[src/rtl/assert_macros.svh]
// Assertion helpers shared by the RTL.
`ifndef ASSERT_MACROS_SVH
`define ASSERT_MACROS_SVH

// Same-cycle implication.
`define ASSERT_IMPLIES(label, clk, rst, ante, cons, msg) \
   label: assert property (@(posedge clk) disable iff (rst) (ante) |-> (cons)) \
      else $error(msg);

// Next-cycle implication.
`define ASSERT_NEXT(label, clk, rst, ante, cons, msg) \
   label: assert property (@(posedge clk) disable iff (rst) (ante) |=> (cons)) \
      else $error(msg);

`endif

[src/rtl/bfa_pkg.sv]
package bfa_pkg;

   localparam int FRAME_W   = 20;
   localparam int COUNT_W   = 16;
   localparam int WORD_W    = 32;
   localparam int BIT_W     = 5;
   localparam int DATA_W    = 40;
   localparam int PAD_W     = DATA_W - FRAME_W - COUNT_W;
   localparam int CSR_IDX_W = 2;

   localparam logic [WORD_W-1:0] ALL_ONES = '1;

   // register indexes on the csr channel
   localparam logic [CSR_IDX_W-1:0] REG_BASE_FRAME    = 2'd0;
   localparam logic [CSR_IDX_W-1:0] REG_POOL_FRAMES   = 2'd1;
   localparam logic [CSR_IDX_W-1:0] REG_RESERVE_FIRST = 2'd2;

   localparam logic [FRAME_W-1:0] RST_BASE_FRAME  = 20'd0;
   localparam logic [COUNT_W-1:0] RST_POOL_FRAMES = 16'd32768;
   localparam logic               RST_RESERVE     = 1'b1;

   typedef enum logic [1:0] {
      CMD_INIT    = 2'd0,
      CMD_ALLOC   = 2'd1,
      CMD_MARK    = 2'd2,
      CMD_RELEASE = 2'd3
   } cmd_type;

   typedef enum logic [1:0] {
      ST_OK      = 2'd0,
      ST_NOFREE  = 2'd1,
      ST_RANGE   = 2'd2,
      ST_ALREADY = 2'd3
   } status_type;

   // datapath commands issued by the controller
   typedef enum logic [3:0] {
      DP_NOP,
      DP_CAPTURE,
      DP_INIT_BEGIN,
      DP_INIT_WORD,
      DP_ALLOC_BEGIN,
      DP_NOFREE,
      DP_SCAN,
      DP_PREP_A,
      DP_PREP_B,
      DP_MARK_BEGIN,
      DP_MARK,
      DP_REL_PREP,
      DP_REL_READ,
      DP_REL_UPDATE,
      DP_LOAD
   } dp_op_type;

   typedef struct packed {
      logic init_last;
      logic free_zero;
      logic pool_empty;
      logic scan_hit;
      logic scan_end;
      logic range_empty;
      logic rel_bad;
   } dp_status_type;

endpackage

[src/rtl/bfa_ctrl.sv]
module bfa_ctrl (
   input  logic                  clock,
   input  logic                  reset,
   input  logic                  req_tvalid,
   output logic                  req_tready,
   input  bfa_pkg::cmd_type      req_cmd,
   output logic                  rsp_tvalid,
   input  logic                  rsp_tready,
   input  bfa_pkg::dp_status_type dp_status,
   output bfa_pkg::dp_op_type    dp_op
);
   import bfa_pkg::*;

   typedef enum logic [3:0] {
      S_INIT_BEGIN,
      S_INIT_RUN,
      S_IDLE,
      S_ALLOC_BEGIN,
      S_ALLOC_SCAN,
      S_MARK_PREP_A,
      S_MARK_PREP_B,
      S_MARK_BEGIN,
      S_MARK_RUN,
      S_MARK_DRAIN,
      S_REL_PREP,
      S_REL_READ,
      S_REL_CHECK,
      S_DONE
   } state_type;

   state_type state_ff, state_in;
   logic      init_rsp_ff, init_rsp_in;   // init came from a command, not reset
   logic      rsp_valid_ff, rsp_valid_in;

   always_comb begin
      state_in     = state_ff;
      init_rsp_in  = init_rsp_ff;
      rsp_valid_in = rsp_valid_ff && !rsp_tready;
      dp_op        = DP_NOP;
      case (state_ff)
         S_INIT_BEGIN: begin
            dp_op    = DP_INIT_BEGIN;
            state_in = S_INIT_RUN;
         end
         S_INIT_RUN: begin
            dp_op = DP_INIT_WORD;
            if (dp_status.init_last) begin
               state_in = init_rsp_ff ? S_DONE : S_IDLE;
            end
         end
         S_IDLE: begin
            if (req_tvalid) begin
               dp_op = DP_CAPTURE;
               case (req_cmd)
                  CMD_INIT: begin
                     state_in    = S_INIT_BEGIN;
                     init_rsp_in = 1'b1;
                  end
                  CMD_ALLOC:   state_in = S_ALLOC_BEGIN;
                  CMD_MARK:    state_in = S_MARK_PREP_A;
                  CMD_RELEASE: state_in = S_REL_PREP;
                  default:     state_in = S_IDLE;
               endcase
            end
         end
         S_ALLOC_BEGIN: begin
            if (dp_status.free_zero || dp_status.pool_empty) begin
               dp_op    = DP_NOFREE;
               state_in = S_DONE;
            end else begin
               dp_op    = DP_ALLOC_BEGIN;
               state_in = S_ALLOC_SCAN;
            end
         end
         S_ALLOC_SCAN: begin
            dp_op = DP_SCAN;
            if (dp_status.scan_hit || dp_status.scan_end) begin
               state_in = S_DONE;
            end
         end
         S_MARK_PREP_A: begin
            dp_op    = DP_PREP_A;
            state_in = S_MARK_PREP_B;
         end
         S_MARK_PREP_B: begin
            dp_op    = DP_PREP_B;
            state_in = S_MARK_BEGIN;
         end
         S_MARK_BEGIN: begin
            if (dp_status.range_empty) begin
               state_in = S_DONE;
            end else begin
               dp_op    = DP_MARK_BEGIN;
               state_in = S_MARK_RUN;
            end
         end
         S_MARK_RUN: begin
            dp_op = DP_MARK;
            if (dp_status.scan_end) begin
               state_in = S_MARK_DRAIN;
            end
         end
         S_MARK_DRAIN: begin
            dp_op    = DP_MARK;   // applies the last word's count
            state_in = S_DONE;
         end
         S_REL_PREP: begin
            dp_op    = DP_REL_PREP;
            state_in = S_REL_READ;
         end
         S_REL_READ: begin
            dp_op    = DP_REL_READ;
            state_in = dp_status.rel_bad ? S_DONE : S_REL_CHECK;
         end
         S_REL_CHECK: begin
            dp_op    = DP_REL_UPDATE;
            state_in = S_DONE;
         end
         S_DONE: begin
            if (!rsp_valid_ff || rsp_tready) begin
               dp_op        = DP_LOAD;
               rsp_valid_in = 1'b1;
               init_rsp_in  = 1'b0;
               state_in     = S_IDLE;
            end
         end
         default: state_in = S_IDLE;
      endcase
   end

   always_ff @(posedge clock) begin
      if (reset) begin
         state_ff     <= S_INIT_BEGIN;
         init_rsp_ff  <= 1'b0;
         rsp_valid_ff <= 1'b0;
      end else begin
         state_ff     <= state_in;
         init_rsp_ff  <= init_rsp_in;
         rsp_valid_ff <= rsp_valid_in;
      end
   end

   assign req_tready = (state_ff == S_IDLE);
   assign rsp_tvalid = rsp_valid_ff;

endmodule

[config.mk]
export PLATFORM = sky130hd
export DESIGN_NAME = bfa_ctrl
export DESIGN_NICKNAME = d
export VERILOG_FILES = /design/src/rtl/assert_macros.svh /design/src/rtl/bfa_pkg.sv /design/src/rtl/bfa_ctrl.sv
export SDC_FILE = /design/constraint.sdc
export NUM_CORES = 1
export LEC_CHECK = 0
export ABC_AREA = 1
export BUFFER_PORTS_ARGS = -buffer_cell sky130_fd_sc_hd__buf_2
export CORE_MARGIN = 2
export CORE_UTILIZATION = 24
export DETAILED_ROUTE_END_ITERATION = 16
export GPL_TIMING_DRIVEN = 0
export SLEW_MARGIN = 20
export SYNTH_ARGS = -nofsm -noshare
export SYNTH_HDL_FRONTEND = slang
export SYNTH_SLANG_ARGS = --single-unit
[constraint.sdc]
create_clock -name clock -period 4 [get_ports clock]
set_clock_uncertainty 0.1 [all_clocks]
set_input_delay 0.4 -clock clock [delete_from_list [all_inputs] [get_ports clock]]
set_output_delay 0.4 -clock clock [all_outputs]
set_load 0.1 [all_outputs]
# Word-level counts from Yosys, hierarchy flattened
# Index checks and enable logic that the tools add are counted.
# Widths: inputs -> output; s select.
totals:
  elab_cells: 60
  ff_bits: 6
classes:
  eq_ne: 22
  n_reduce_logical: 13
  muxes: 22
ops:
  columns: ["op", "n"]
  rows:
  - ["$pmux 4 s13", 2]
  - ["$mux 4", 9]
  - ["$eq 4x4->1 const B", 6]
  - ["$eq 4x3->1 const B", 4]
  - ["$pmux 4 s4", 1]
  - ["$ne 2x2->1 const B", 5]
  - ["$eq 4x2->1 const B", 2]
  - ["$mux 1", 8]
  - ["$reduce_and 5->1", 1]
  - ["$eq 2x2->1 const B", 2]
  - ["$eq 4x1->1 const B", 1]
  - ["$logic_not 4->1", 1]
  - ["$reduce_and 4->1", 1]
  - ["$reduce_or 2->1", 2]
  - ["$logic_or 1x1->1", 3]
  - ["$mux 3", 1]
  - ["$eq 2x1->1 const B", 1]
  - ["$logic_not 1->1", 2]
  - ["$logic_not 2->1", 1]
  - ["$ne 2x1->1 const B", 1]
  - ["$pmux 1 s2", 1]
  - ["$reduce_bool 2->1", 1]
  - ["$logic_and 1x1->1", 1]

# Depth between registers and ports, before layout
logic_depth:
  depth_word: 4
  ltp_mapped: 10
  mapped_depth_nobuf: 10

# Least setup slack after synthesis
# No wires, ideal clock.
synth_timing:
  kind: "register to output"
  start: "register state_ff[3]"
  end: "output dp_op[0]"
  slack_ns: 1.099
  stages_incl_launch_ff: 7
  required_ns: 3.500
  arrival_time_ns: 2.401
  cell_sequence: "dfxtp_1 -> inv_2 -> nand2_2 -> nor2_2 -> nand2_1 -> nand3_1 -> nand3b_1"
synth_via:
  word_cells_on_any_way: 16
  classes_between: "13 x eq/ne; 1 x mux; 2 x reduce/logical"
synth_rtl:
  columns: ["element", "line_no", "text"]
  rows:
  - ["start, declared", "bfa_ctrl.sv:31", "state_type state_ff, state_in;"]
  - ["start signal, assigned", "bfa_ctrl.sv:137", "state_ff <= state_in;"]
  - ["$eq 4x2->1", null, null]
  - ["named net req_tready", "bfa_ctrl.sv:5", "output logic req_tready,"]
  - ["$pmux 4 s13", "bfa_ctrl.sv:40", "case (state_ff)"]
  - ["end, declared", "bfa_ctrl.sv:10", "output bfa_pkg::dp_op_type dp_op"]
# The timed path passes the listed nets, and every way through them passes these cells.

# Worst setup path in the final report
layout_timing:
  start: "register state_ff[2]"
  end: "output dp_op[0]"
layout_via:
  elab_chain_len: 3
  word_cells_on_any_way: 16
  classes_between: "13 x eq/ne; 1 x mux; 2 x reduce/logical"
layout_rtl:
  columns: ["element", "line_no"]
  rows:
  - ["$eq 4x4->1", "bfa_ctrl.sv:40"]
  - ["$reduce_or 2->1 (no line)", null]
  - ["$pmux 4 s13 *", "bfa_ctrl.sv:40"]
# Every way passes the cells marked *; elsewhere a longest branch is shown, timed or not.

==> summary.md <==
| Metric | Value |
|---|---|
| Synth area leader | nand2_1 |
| Synthesized flop and latch total | 6 |
| Slew Limit Headroom | between 60% and 70% |
| Core Box Area | 2810 um^2 |
| Seq/Total Area, Yosys | 16.6% |
| Ranking of synthesized cells by area | nand2_1 22%, dfxtp_1 17%, nor2_1 11% |
| CTS tree | done |
| Nets | 171 |
| Drt first-iter violations | 17 |
| Clk_lat worst skew | about 0.24 ns |
| Cts hold-fix bufs | 0 |
| Peak supply drop | 0.000278 V |
| Antenna violations before repair | 0 |
| Sw frac | 67.8% |
| Worst-path clk slew | 0.04 ns |
| # Post-CTS Setup Buffers | 0 |
| First-pass GRT wire length | 3160 um |
| Seq pwr share | between 10% and 20% |
| Register area | ~120 um^2 |
| Area of the multi-input gates | 532 um^2 |
| Post-route antenna net violation count | 0 |
| Unrepaired setup endpoints after global routing | false |
| Avg Cell Area, Syn | between 5 and 6 um^2 |
| PortBufs | 18 |
| Outcome | finished, violations left |
| # DRC | 1 |
| Internal power | 0.247 mW |
| Critical Path Source Type | register |
| Post-route insts no fill | 183 |
| Final Hold Fails | 0 |
| MaxCap Viol Count | 0 |
| DIE AREA | 3470 um^2 |
| GPL Wtd Cong | about 0.84 |
| Drt pass-1 iters | 10 |
| Delay of the slowest critical-path stage | around 0.45 ns |
| Placed insts | 180 |
| Congestion Overflow GR | 0 |
| Area grow syn2layout | 20.9% |
| Worst Hold Class | in2reg |
| Critical Path Sink Type | output port |
| Clock power share | 7.1% |
| Logic pwr share | between 70 and 80% |
| Post-route minimum period | 2.43 ns |
| # IOs | 19 |
| Die span in y | 58.9 um |
| H-tree depth | 1 |
| Synth top area share | 21.8% |
| Layout cell share with drive strength beyond 1 | 22.4% |
| Root buffer cell | clkbuf_4 |
| Number of CTS-inserted buffers | 3 |
| Post-CTS Resized | 0 |
| Sink Count | 6 |
| Chip width | 58.9 um |
| GRT Util Overall | 11.8% |
| # rows | 19 |
| Actual slew at the worst max-slew pin | about 0.49 ns |
| Arr. time, crit path | 1.93 ns |
| Post-route setup TNS | 0 ns |
| Final setup vio count | 0 |
| WL final | roughly 1800 um |
| Cell variety after synth | 22 |
| Commonest cells after routing, fill and taps aside | 42 x nand2_1, 21 x nor2_1, 18 x buf_2 |
| Max FO, Critical Path | 7 |
| Ys Warns | 0 |
| Kind of critical path | reg2out |
| CP max stage cell | dfxtp_1 |
| Worst Path Required | around 3.5 ns |
| Total leakage power | approximately 0.49 nW |
| Clock Tree Buf Depth | 2 |
| Cells after Synth | 131 |
| Final Max Tran Viols | 0 |
| P per Cell Area | 877 nW/um^2 |
| Largest net degree at the start of global routing | 9 |
| Sw power | slightly above 0.5 mW |
| FMAX | 0.411 GHz |
| Routed vias/inst | 4.60 |
| Commonest non-fill, non-tap cell in the layout | nand2_1 |
| HPWL Detailed | 1580 um |
| Worst path cell trace | inv_2, nor2_4, nand2_1, or2_2, nand3_1, nand3b_1, buf_2 |
| Initial Utilization | 25.8% |
| Failing checks | design-rule violations |
| Detailed-route wire length per cell | 10.0 um |
| Fillers | around 340 |
| Via count | approximately 840 |
| Synthesized Nets | approximately 150 |
| Synth Cell Area | 723 um^2 |
| Crit share post-route | between 60% and 70% |
| Vias in the first global route | 785 |
| Antenna diode count | 0 |
-- worst max-delay path: cells and delay by family (launching register included) --
family	cells	cell delay (ns)
and+or+nand+nor	5	0.72
DFF	1	0.45
buffers and inverters	2	0.52
-- state kept, by name, summed over array words and instances (netlist names) --
| signal | count |
|---|---|
| state_ff | 4 |
| init_rsp_ff | 1 |
| rsp_tvalid | 1 |
-- cells by family after synthesis --
logic type      Yosys count  synth area share (%)
flops                     6                  16.6
fa+ha+maj                 4                  6.92
compound gates           13                  11.4
simple gates             89                  55.2
buf+inv                  19                  9.86
-- synthesized netlist by cell type --
cell type	n
a21oi_2	1
or2_2	1
dfxtp_1	6
nand2_1	42
inv_2	3
a21o_1	1
nand3b_1	2
nand3_1	10
nand4_1	3
o211ai_1	1
nor2_4	2
a22oi_1	1
nand2_2	3
nor2_1	21
o2111ai_1	1
ha_1	4
a21oi_1	4
and3_1	2
o31ai_1	1
inv_1	16
o21ai_0	3
nor2_2	3
-- power groups by stage --
stage               combinational (mW)  sequential [mW]  clock (mW)
floorplan                        0.506            0.104           0
global placement                 0.608            0.110           0
detailed placement               0.604            0.110           0
CTS                              0.606            0.108      0.0570
global route                     0.657            0.114      0.0579
finish                           0.604            0.109      0.0543
-- final timing paths --
check                                  from          end  slack, ns  cells after the start
worst min register to register   rsp_tvalid   rsp_tvalid       0.44                      2
worst max-delay path            state_ff[2]     dp_op[0]       1.57                      7
worst min-delay path                  reset  state_ff[0]       0.30                      2
worst max register to register  state_ff[3]  state_ff[1]       2.49                      9
-- layer usage --
metal	track usage [%]	part of all wire, %
met2	18.9	47
met3	1.32	4.6
met5	0	0
met4	4.87	0.60
met1	16.2	47
-- layout make-up --
class	instances	area share, %
Tap cell	31	4.43
Multi-Input combinational cell	106	60.8
Clock buffer	3	2.58
Inverter	19	8.15
Sequential cell	6	13.7
Timing Repair Buffer	18	10.3
-- per-stage QoR --
stage,total power [mW],utilization (%),worst slack [ns],cell area [um^2],hold slack [ns]
after floorplan,0.611,-,1.10,723,0.362
after global placement,0.718,30.4,1.82,852,0.430
after detailed placement,0.713,30.4,1.82,852,0.431
after CTS,0.771,31.2,1.55,875,0.286
after global routing,0.829,31.2,1.44,875,0.301
final,0.767,31.2,1.57,875,0.299
(Power assumes the default switching activity.)
